## config.mk

```make
export PLATFORM = sky130hd
export DESIGN_NAME = ordered_dither_rgb_to_cube216_unit
export DESIGN_NICKNAME = d
export VERILOG_FILES = /design/src/rtl/odcube_pkg.sv /design/src/rtl/odcube_unpack.sv /design/src/rtl/odcube_divmod51.sv /design/src/rtl/odcube_cube_index.sv /design/src/rtl/ordered_dither_rgb_to_cube216_unit.sv
export SDC_FILE = /design/constraint.sdc
export NUM_CORES = 1
export LEC_CHECK = 0
export BUFFER_PORTS_ARGS = -buffer_cell sky130_fd_sc_hd__buf_4
export CORE_AREA = 2 2 103 105
export CTS_CLUSTER_SIZE = 30
export DETAILED_ROUTE_END_ITERATION = 10
export DIE_AREA = 0 0 105 107
export PLACE_DENSITY = 0.73
export SETUP_SLACK_MARGIN = 0.4
export SLEW_MARGIN = 20
export SYNTH_ARGS = -nofsm -noshare
export SYNTH_HDL_FRONTEND = slang
export SYNTH_SLANG_ARGS = --single-unit
```

## constraint.sdc

```tcl
create_clock -name i_clk -period 3.1 [get_ports i_clk]
set_clock_uncertainty 0.05 [all_clocks]
set_input_delay 0.155 -clock i_clk [delete_from_list [all_inputs] [get_ports i_clk]]
set_output_delay 0.155 -clock i_clk [all_outputs]
set_load 0.01 [all_outputs]
```

## src/rtl/odcube_pkg.sv

```systemverilog
// odcube_pkg: shared types, format codes and constant tables for the
// ordered dither to 6x6x6 cube pipeline; no dependencies
`default_nettype none

package odcube_pkg;

    typedef enum logic [1:0] {
        FMT_RGB555 = 2'd0,
        FMT_RGB565 = 2'd1,
        FMT_RGB888 = 2'd2
    } t_fmt;

    typedef logic [7:0] t_comp;
    typedef logic [5:0] t_thresh;
    typedef logic [2:0] t_level;
    typedef logic [5:0] t_rem;

    localparam int unsigned DIVISOR = 51;

    // 8x8 threshold matrix, addressed by {column_phase, row_phase}
    localparam t_thresh THRESHOLD [64] = '{
        6'd0,  6'd38, 6'd9,  6'd47, 6'd2,  6'd40, 6'd11, 6'd50,
        6'd25, 6'd12, 6'd35, 6'd22, 6'd27, 6'd15, 6'd37, 6'd24,
        6'd6,  6'd44, 6'd3,  6'd41, 6'd8,  6'd47, 6'd5,  6'd43,
        6'd31, 6'd19, 6'd28, 6'd15, 6'd34, 6'd21, 6'd31, 6'd18,
        6'd1,  6'd39, 6'd11, 6'd49, 6'd0,  6'd39, 6'd10, 6'd48,
        6'd27, 6'd14, 6'd36, 6'd23, 6'd26, 6'd13, 6'd35, 6'd23,
        6'd7,  6'd46, 6'd4,  6'd43, 6'd7,  6'd45, 6'd3,  6'd42,
        6'd33, 6'd20, 6'd30, 6'd17, 6'd32, 6'd19, 6'd29, 6'd16
    };

    // level times 36
    function automatic logic [7:0] mul36(input t_level l);
        logic [7:0] p;
        case (l)
            3'd0:    p = 8'd0;
            3'd1:    p = 8'd36;
            3'd2:    p = 8'd72;
            3'd3:    p = 8'd108;
            3'd4:    p = 8'd144;
            3'd5:    p = 8'd180;
            default: p = 8'd0;
        endcase
        return p;
    endfunction

    // level times 6
    function automatic logic [5:0] mul6(input t_level l);
        logic [5:0] p;
        case (l)
            3'd0:    p = 6'd0;
            3'd1:    p = 6'd6;
            3'd2:    p = 6'd12;
            3'd3:    p = 6'd18;
            3'd4:    p = 6'd24;
            3'd5:    p = 6'd30;
            default: p = 6'd0;
        endcase
        return p;
    endfunction

endpackage

`default_nettype wire

```

## src/rtl/odcube_unpack.sv

```systemverilog
// odcube_unpack: pixel word to 8-bit red, green, blue per source format,
// plus threshold lookup; uses odcube_pkg
`default_nettype none

module odcube_unpack
    import odcube_pkg::*;
(
    input  wire t_fmt        i_fmt,
    input  wire logic [23:0] i_pixel_word,
    input  wire logic [2:0]  i_column_phase,
    input  wire logic [2:0]  i_row_phase,
    output t_comp            o_red,
    output t_comp            o_green,
    output t_comp            o_blue,
    output t_thresh          o_thresh
);

    always_comb begin
        case (i_fmt)
            FMT_RGB555: begin
                o_red   = {i_pixel_word[14:10], 3'b000};
                o_green = {i_pixel_word[9:5],   3'b000};
                o_blue  = {i_pixel_word[4:0],   3'b000};
            end
            FMT_RGB565: begin
                o_red   = {i_pixel_word[15:11], 3'b000};
                o_green = {i_pixel_word[10:5],  2'b00};
                o_blue  = {i_pixel_word[4:0],   3'b000};
            end
            default: begin
                // packed 8-bit, also the reserved code
                o_red   = i_pixel_word[23:16];
                o_green = i_pixel_word[15:8];
                o_blue  = i_pixel_word[7:0];
            end
        endcase
    end

    assign o_thresh = THRESHOLD[{i_column_phase, i_row_phase}];

endmodule

`default_nettype wire

```

## src/rtl/odcube_divmod51.sv

```systemverilog
// odcube_divmod51: quotient and remainder of an 8-bit component by 51
// through a compare ladder; uses odcube_pkg
`default_nettype none

module odcube_divmod51
    import odcube_pkg::*;
(
    input  wire t_comp i_comp,
    output t_level     o_quot,
    output t_rem       o_rem
);

    logic [7:0] base;

    always_comb begin
        if (i_comp >= 8'(5 * DIVISOR)) begin
            o_quot = 3'd5;
            base   = 8'(5 * DIVISOR);
        end else if (i_comp >= 8'(4 * DIVISOR)) begin
            o_quot = 3'd4;
            base   = 8'(4 * DIVISOR);
        end else if (i_comp >= 8'(3 * DIVISOR)) begin
            o_quot = 3'd3;
            base   = 8'(3 * DIVISOR);
        end else if (i_comp >= 8'(2 * DIVISOR)) begin
            o_quot = 3'd2;
            base   = 8'(2 * DIVISOR);
        end else if (i_comp >= 8'(DIVISOR)) begin
            o_quot = 3'd1;
            base   = 8'(DIVISOR);
        end else begin
            o_quot = 3'd0;
            base   = 8'd0;
        end
    end

    logic [7:0] diff;
    assign diff  = i_comp - base;
    assign o_rem = diff[5:0];

endmodule

`default_nettype wire

```

## src/rtl/odcube_cube_index.sv

```systemverilog
// odcube_cube_index: red*36 + green*6 + blue from three levels
// uses odcube_pkg tables
`default_nettype none

module odcube_cube_index
    import odcube_pkg::*;
(
    input  wire t_level      i_red,
    input  wire t_level      i_green,
    input  wire t_level      i_blue,
    output logic [7:0]       o_index
);

    assign o_index = mul36(i_red) + {2'b00, mul6(i_green)} + {5'b00000, i_blue};

endmodule

`default_nettype wire

```

## src/rtl/ordered_dither_rgb_to_cube216_unit.sv

```systemverilog
// Ordered dither of RGB pixels to a 6x6x6 cube index, four-stage pipeline.
// Uses odcube_pkg, odcube_unpack, odcube_divmod51, odcube_cube_index.
//
// One pixel per clock is accepted and one index delivered per clock
// while the output is not stalled. Register stages: unpack and threshold
// lookup, division by 51, dithered level, cube index. Valid bits move
// with the data and each stage holds while the stage after it is full and
// stalled, so back-pressure on the output costs no items. The format
// register may be written only when the pipeline is empty.
`default_nettype none

module ordered_dither_rgb_to_cube216_unit
    import odcube_pkg::*;
(
    input  wire logic        i_clk,
    input  wire logic        i_rst_n,
    input  wire logic        i_cfg_we,
    input  wire logic [1:0]  i_cfg_data,
    input  wire logic        i_valid,
    output logic             o_ready,
    input  wire logic [23:0] i_pixel_word,
    input  wire logic [2:0]  i_column_phase,
    input  wire logic [2:0]  i_row_phase,
    output logic             o_valid,
    input  wire logic        i_ready,
    output logic [7:0]       o_palette_index
);

    localparam int unsigned NSTG = 4;

    t_fmt            r_fmt;
    logic [NSTG-1:0] r_vld;
    logic [NSTG-1:0] n_vld;
    logic [NSTG-1:0] adv;

    // format register
    always_ff @(posedge i_clk) begin
        if (!i_rst_n) begin
            r_fmt <= FMT_RGB888;
        end else if (i_cfg_we) begin
            r_fmt <= t_fmt'(i_cfg_data);
        end
    end

    // stage advance, back to front
    always_comb begin
        adv[NSTG-1] = !r_vld[NSTG-1] || i_ready;
        for (int k = NSTG - 2; k >= 0; k--) begin
            adv[k] = !r_vld[k] || adv[k+1];
        end
    end

    assign o_ready = adv[0];

    always_comb begin
        n_vld = r_vld;
        if (adv[0]) begin
            n_vld[0] = i_valid;
        end
        for (int k = 1; k < NSTG; k++) begin
            if (adv[k]) begin
                n_vld[k] = r_vld[k-1];
            end
        end
    end

    always_ff @(posedge i_clk) begin
        if (!i_rst_n) begin
            r_vld <= '0;
        end else begin
            r_vld <= n_vld;
        end
    end

    // stage 1: unpack
    t_comp   un_r, un_g, un_b;
    t_thresh un_t;
    t_comp   r_s1_r, r_s1_g, r_s1_b;
    t_thresh r_s1_t;

    odcube_unpack u_unpack (
        .i_fmt          (r_fmt),
        .i_pixel_word   (i_pixel_word),
        .i_column_phase (i_column_phase),
        .i_row_phase    (i_row_phase),
        .o_red          (un_r),
        .o_green        (un_g),
        .o_blue         (un_b),
        .o_thresh       (un_t)
    );

    always_ff @(posedge i_clk) begin
        if (adv[0]) begin
            r_s1_r <= un_r;
            r_s1_g <= un_g;
            r_s1_b <= un_b;
            r_s1_t <= un_t;
        end
    end

    // stage 2: divide by 51
    t_level  dq_r, dq_g, dq_b;
    t_rem    dr_r, dr_g, dr_b;
    t_level  r_s2_qr, r_s2_qg, r_s2_qb;
    t_rem    r_s2_rr, r_s2_rg, r_s2_rb;
    t_thresh r_s2_t;

    odcube_divmod51 u_div_r (.i_comp(r_s1_r), .o_quot(dq_r), .o_rem(dr_r));
    odcube_divmod51 u_div_g (.i_comp(r_s1_g), .o_quot(dq_g), .o_rem(dr_g));
    odcube_divmod51 u_div_b (.i_comp(r_s1_b), .o_quot(dq_b), .o_rem(dr_b));

    always_ff @(posedge i_clk) begin
        if (adv[1]) begin
            r_s2_qr <= dq_r;
            r_s2_qg <= dq_g;
            r_s2_qb <= dq_b;
            r_s2_rr <= dr_r;
            r_s2_rg <= dr_g;
            r_s2_rb <= dr_b;
            r_s2_t  <= r_s1_t;
        end
    end

    // stage 3: dithered level
    t_level r_s3_lr, r_s3_lg, r_s3_lb;

    always_ff @(posedge i_clk) begin
        if (adv[2]) begin
            r_s3_lr <= r_s2_qr + t_level'(r_s2_rr > r_s2_t);
            r_s3_lg <= r_s2_qg + t_level'(r_s2_rg > r_s2_t);
            r_s3_lb <= r_s2_qb + t_level'(r_s2_rb > r_s2_t);
        end
    end

    // stage 4: cube index
    logic [7:0] ci_idx;
    logic [7:0] r_s4_idx;

    odcube_cube_index u_index (
        .i_red   (r_s3_lr),
        .i_green (r_s3_lg),
        .i_blue  (r_s3_lb),
        .o_index (ci_idx)
    );

    always_ff @(posedge i_clk) begin
        if (adv[3]) begin
            r_s4_idx <= ci_idx;
        end
    end

    assign o_valid         = r_vld[NSTG-1];
    assign o_palette_index = r_s4_idx;

    // checks
    a_accept_fills: assert property (@(posedge i_clk) disable iff (!i_rst_n)
        (i_valid && o_ready) |=> r_vld[0])
        else $error("accepted transfer did not enter first stage");

    a_rem_range: assert property (@(posedge i_clk) disable iff (!i_rst_n)
        r_vld[1] |-> (r_s2_rr < 6'd51 && r_s2_rg < 6'd51 && r_s2_rb < 6'd51))
        else $error("remainder not below 51");

    a_level_range: assert property (@(posedge i_clk) disable iff (!i_rst_n)
        r_vld[2] |-> (r_s3_lr <= 3'd5 && r_s3_lg <= 3'd5 && r_s3_lb <= 3'd5))
        else $error("dither level above 5");

    a_index_range: assert property (@(posedge i_clk) disable iff (!i_rst_n)
        o_valid |-> (o_palette_index <= 8'd215))
        else $error("palette index above 215");

endmodule

`default_nettype wire

```

==> flow_summary.ini, run 1 <==
[sta]
whs_ns = 0.0253
drv_slew = 0
fmax_mhz = 379
slew_headroom_pct = 50.4
setup_violations = 0
setup_tns_ns = 0
hold_viol_final = 0
rsz0062_at_grt = yes
tightest_slew_ns = 0.742
setup_ws_ns = 0.458
finalCritPeriodShare_pct = 85.2
period_needed_ns = 2.64

[global_route]
grt_most_used_layer = met2
grt_use_met3_pct = 2.49
track_usage_pct = 18.0
gr-total-overflow = 0
grt_pass1_vias = 3592
grt_max_degree = 34
grt_pass1_wl_mm = 16.2
grt_antenna_before_repair = 0
grt_use_met1_pct = 23.2
met2_usage_pct = 30.2

[route]
routed_via_density = 5.49
drcViolationCount = 0
ant_nets = 0
firstDrtPassIters = 5
num_vias = 3858
avgRoutedWirePerCell_um = 14.0
first_iter_violations = 185
drt-total-wl_mm = 9.85

[yosys]
synth_edf_count = 80
yosysTopAreaCellShare_pct = 44.3
async_flop_share_pct = 0
avgSynthCellArea_sq_um = 10.9
synth.most_common_cell = edfxtp_1
synth_warnings = 0
synthTopCellsByCount = 80 x edfxtp_1, 55 x ha_1, 46 x nand2_1
seq_area_frac_synth_pct = 46.5
synth_area_leaders = edfxtp_1 44%, ha_1 13%, o21ai_0 3.8%
synth_seq_cells = 86
syn_inst = 496
synth.largest_area_cell = edfxtp_1
synth_ff_type = edfxtp_1
syn_area_sq_um = 5420
syn-num-nets = 593
yosysUniqueCellTypes = 48

[placement]
pre_cts_ws_ns = 0.326
routabilityCongestion = 0.840
dp_hpwl_mm = 7.10
port_buffers = 46

[setup_path]
startpoint_type = flop
worstPathArrival_ns = 2.70
worstSetupPathType = flop to flop
cp_data_required_time_ns = 3.16
path_max_fanout = 5
crit_path_end_kind = flop

[clock_network]
cts_tree = yes
htreeDepth = 3
cts_inserted_buffers = 9
cts_sinks = 86
clkLatencyLatePin_ns = 0.36
clk_pin_slew_ns = 0.09
clockRootBuffer = clkbuf_8
clock_path_buffers = 2

[pwr]
p_per_area_nw_per_um2 = 638
pwr-share-seq_pct = 44.1
clkPwrFrac_pct = 19.9
internal_power_uw = 2780
p_leak_uw = 0.00274
p_sw_share_pct = 31.5
switchingPower_uw = 1280
peakVddDrop_uv = 328
comb_power_share_pct = 36.0

[flow_run]
drv_cap = 0

[hold_path]
hp-class = input pin to flop

[die]
start_util_pct = 53.7
rows = 37
die_w_um = 105
io_pins = 47
die_y_um = 107
core_area_sq_um = 10100
die-area_sq_um = 11200

[finish]
final_nets = 659
antennaDiodeCount = 0
drive_above_1_share_pct = 21.0
area_delta_synth_final_pct = 17.4

[run_status]
status = complete, no violations
## layout by cell type (no fill, tap or decap), types with 8 or more instances in the layout
cell / count
a211oi_1: 9
a21o_1: 10
a21oi_1: 20
and2_1: 9
buf_4: 66
clkbuf_8: 10
edfxtp_1: 80
ha_1: 53
inv_1: 39
mux2_2: 8
mux2i_1: 18
nand2_1: 45
nor2_1: 20
nor2b_1: 12
o21a_1: 9
o21ai_0: 39
xnor2_1: 10
xor2_1: 9
## power by group through the flow
stage / logic [uW] / clock network (uW) / registers, uW
after global routing: 1660 / 874 / 1830
after floorplan: 997 / 0 / 1800
after CTS: 1390 / 828 / 1800
final: 1460 / 808 / 1790
after global placement: 1300 / 0 / 1810
after detailed placement: 1370 / 0 / 1820
## registers in the layout, summed over array words and instances, names as in the netlist
name,count
o_palette_index,8
r_fmt,2
r_s1_b,8
r_s1_g,8
r_s1_r,8
r_s1_t,6
r_s2_qb,3
r_s2_qg,3
r_s2_qr,3
r_s2_rb,6
r_s2_rg,6
r_s2_rr,6
r_s2_t,6
r_s3_lb,3
r_s3_lg,3
r_s3_lr,3
r_vld,4
## worst max-delay path: stages, from the launching register on
cell and delay [ns]:
edfxtp_1 0.48, nor2_1 0.15, nand2_1 0.07, a31o_2 0.26, a21oi_2 0.16, a21o_2 0.15, ha_1 0.18, inv_1 0.06
fa_1 0.40, a21o_1 0.18, a21oi_1 0.17, xnor2_1 0.08
## per-stage QoR
step / cell area (sq um) / utilization (%) / power, uW / cells
global placement: 5880 / 58.3 / 3110 / 663
floorplan: 5420 / - / 2800 / 496
CTS: 6160 / 61.0 / 4020 / 686
global route: 6370 / 63.1 / 4360 / 703
finish: 6370 / 63.1 / 4070 / 703
detailed placement: 5880 / 58.3 / 3190 / 663
## layout make-up
cell class / count / area (sq um)
inverter: 40 / 150
clock inverter: 6 / 67.6
multi-input combinational: 353 / 2760
sequential: 86 / 2520
timing repair buffer: 72 / 556
tap: 136 / 170
clock buffer: 10 / 138
fill: 821 / 3720
## final timing paths
| kind | slack [ns] | startpoint | endpoint | cells past startpoint |
|---|---|---|---|---|
| max | 0.46 | r_s1_b[3] | r_s2_rb[4] | 11 |
| min | 0.03 | i_pixel_word[23] | r_s1_r[7] | 3 |
| max reg2reg | 0.46 | r_s1_b[3] | r_s2_rb[4] | 11 |
| min reg2reg | 0.38 | r_s1_t[5] | r_s2_t[5] | 0 |
## logic make-up after synthesis
| logic type | count (synthesis) | share of synthesized area, % |
|---|---|---|
| compound gates | 129 | 15.9 |
| xor+xnor | 19 | 3.07 |
| fa+ha+maj | 60 | 14.5 |
| buf+inv | 57 | 4.11 |
| flops | 86 | 46.5 |
| mux | 28 | 5.81 |
| simple gates | 117 | 10.1 |
## layer usage
metal | wire [um] | vias up | part of all wire (%)
li1 | - | 1947 | -
met1 | 4400 | 1792 | 45
met2 | 4840 | 102 | 49
met3 | 390 | 17 | 4.0
met4 | 212 | 0 | 2.2
met5 | 0 | - | 0
## repair_timing
item	4_1_cts	5_1_grt
gates cloned	0	0
hold buffers	6	0
hold endpoints to repair	5	0
resized for setup	1	22
endpoints found under the setup margin	2	7
pin swaps	0	8
buffers inserted	1	17
Power figures use the tool's default switching activity.
==> inputs of run 2 (changes only) <==
--- a/config.mk
+++ b/config.mk
@@ -5,12 +5,12 @@
 export SDC_FILE = /design/constraint.sdc
 export NUM_CORES = 1
 export LEC_CHECK = 0
-export BUFFER_PORTS_ARGS = -buffer_cell sky130_fd_sc_hd__buf_4
-export CORE_AREA = 2 2 103 105
+export CORE_AREA = 2 2 105 107
 export CTS_CLUSTER_SIZE = 30
 export DETAILED_ROUTE_END_ITERATION = 10
-export DIE_AREA = 0 0 105 107
-export PLACE_DENSITY = 0.73
+export DIE_AREA = 0 0 107 109
+export DONT_BUFFER_PORTS = 1
+export PLACE_DENSITY = 0.67
 export SETUP_SLACK_MARGIN = 0.4
 export SLEW_MARGIN = 20
 export SYNTH_ARGS = -nofsm -noshare
==> flow_summary.ini, run 2 (same netlist as run 1, synthesis figures left out) <==
[clock_network]
clockRootBuffer = clkbuf_8
clock_path_buffers = 2
cts_inserted_buffers = 9
htreeDepth = 3
cts_sinks = 86
clk_pin_slew_ns = 0.09
cts_tree = yes
clkLatencyLatePin_ns = 0.35

[die]
die_y_um = 109
die_w_um = 107
core_area_sq_um = 10600
die-area_sq_um = 11700
io_pins = 47
rows = 38
start_util_pct = 51.1

[pwr]
clkPwrFrac_pct = 24.1
switchingPower_uw = 1260
comb_power_share_pct = 32.2
p_per_area_nw_per_um2 = 659
peakVddDrop_uv = 331
internal_power_uw = 2950
p_leak_uw = 0.00267
pwr-share-seq_pct = 43.7
p_sw_share_pct = 29.8

[finish]
area_delta_synth_final_pct = 17.9
final_nets = 641
final_common_cell = edfxtp_1
drive_above_1_share_pct = 15.5
final_cell_mix = 80 x edfxtp_1, 53 x ha_1, 46 x nand2_1
antennaDiodeCount = 0
layout.cells.non_filler = 689

[setup_path]
crit_path_end_kind = flop
path_max_fanout = 5
rr_worst_depth = 10
worstSetupPathType = flop to flop
cp_data_required_time_ns = 3.15
startpoint_type = flop
worstPathArrival_ns = 2.68

[placement]
dp_hpwl_mm = 7.04
pre_cts_ws_ns = 0.334
place_inst = 620
port_buffers = 0
routabilityCongestion = 0.861

[global_route]
grt_use_met1_pct = 23.1
grt_antenna_before_repair = 0
grt_pass1_wl_mm = 16.6
grt_pass1_vias = 3638
grt_most_used_layer = met2
met2_usage_pct = 31.2
gr-total-overflow = 0
track_usage_pct = 18.2
grt_use_met3_pct = 4.12
grt_max_degree = 37

[sta]
rsz0062_at_grt = yes
fmax_mhz = 379
setup_tns_ns = 0
setup_violations = 0
slew_headroom_pct = 35.6
finalCritPeriodShare_pct = 85.1
drv_slew = 0
tightest_slew_ns = 0.965
setup_ws_ns = 0.462
period_needed_ns = 2.64
hold_viol_final = 0

[route]
routed_via_density = 5.47
ant_nets = 0
num_vias = 3766
first_iter_violations = 187
drcViolationCount = 0
firstDrtPassIters = 5
drt-total-wl_mm = 10.1
avgRoutedWirePerCell_um = 14.7

[hold_path]
min_path_cells = 2
hp-class = input pin to flop

[flow_run]
drv_cap = 0

[run_status]
status = complete, no violations
-- run 2: metal layers --
metal | vias to the layer above | share of wire, %
met2 | 98 | 50
met5 | - | 0
met3 | 11 | 4.5
li1 | 1905 | -
met4 | 0 | 1.4
met1 | 1752 | 44
-- run 2: critical path: stages (launching register included) --
cell,delay (ns)
edfxtp_1,0.48
o311a_4,0.42
o31ai_4,0.35
a21oi_4,0.10
a21o_2,0.22
ha_2,0.18
inv_1,0.07
fa_2,0.20
a21o_1,0.13
a21oi_2,0.06
xnor2_1,0.13
-- run 2: worst paths after layout --
| path | start | to | slack (ns) |
|---|---|---|---|
| worst max-delay path | r_s1_b[2] | r_s2_rb[4] | 0.46 |
| worst min-delay path | i_ready | r_vld[3] | 0.03 |
| worst max register to register | r_s1_b[2] | r_s2_rb[4] | 0.46 |
| worst min register to register | r_s1_t[4] | r_s2_t[4] | 0.37 |
-- run 2: power groups by stage --
stage / Sequential (uW) / Clock, uW / Combinational (uW)
CTS: 1840 / 1030 / 1270
global route: 1880 / 1080 / 1570
global placement: 1850 / 0 / 1140
floorplan: 1800 / 0 / 997
detailed placement: 1860 / 0 / 1210
finish: 1840 / 1010 / 1360
-- run 2: per-stage QoR --
step	area (sq um)	util, %	hold WS, ns	total power (uW)
detailed placement	5530	52.2	0.173	3070
global placement	5530	52.2	0.170	2980
floorplan	5420	-	0.167	2800
finish	6390	60.3	0.0258	4210
CTS	6130	57.8	0.00345	4130
global route	6390	60.3	0.0130	4530
-- run 2: layout make-up --
cell class              instances  area, sq um
inverters                      40          150
well taps                     140          175
multi-input cells             353         2800
fillers                       856         4210
flip-flops and latches         86         2520
clock inverters                 6          134
repair buffers                 54          480
clock buffers                  10          128
-- run 2: timing repair --
| action | 4_1_cts | 5_1_grt |
|---|---|---|
| endpoints found under the setup margin | 2 | 7 |
| pin swaps | 0 | 15 |
| hold endpoints to repair | 35 | 0 |
| buffers inserted | 4 | 19 |
| gates resized for setup | 2 | 31 |
| hold buffers | 30 | 0 |
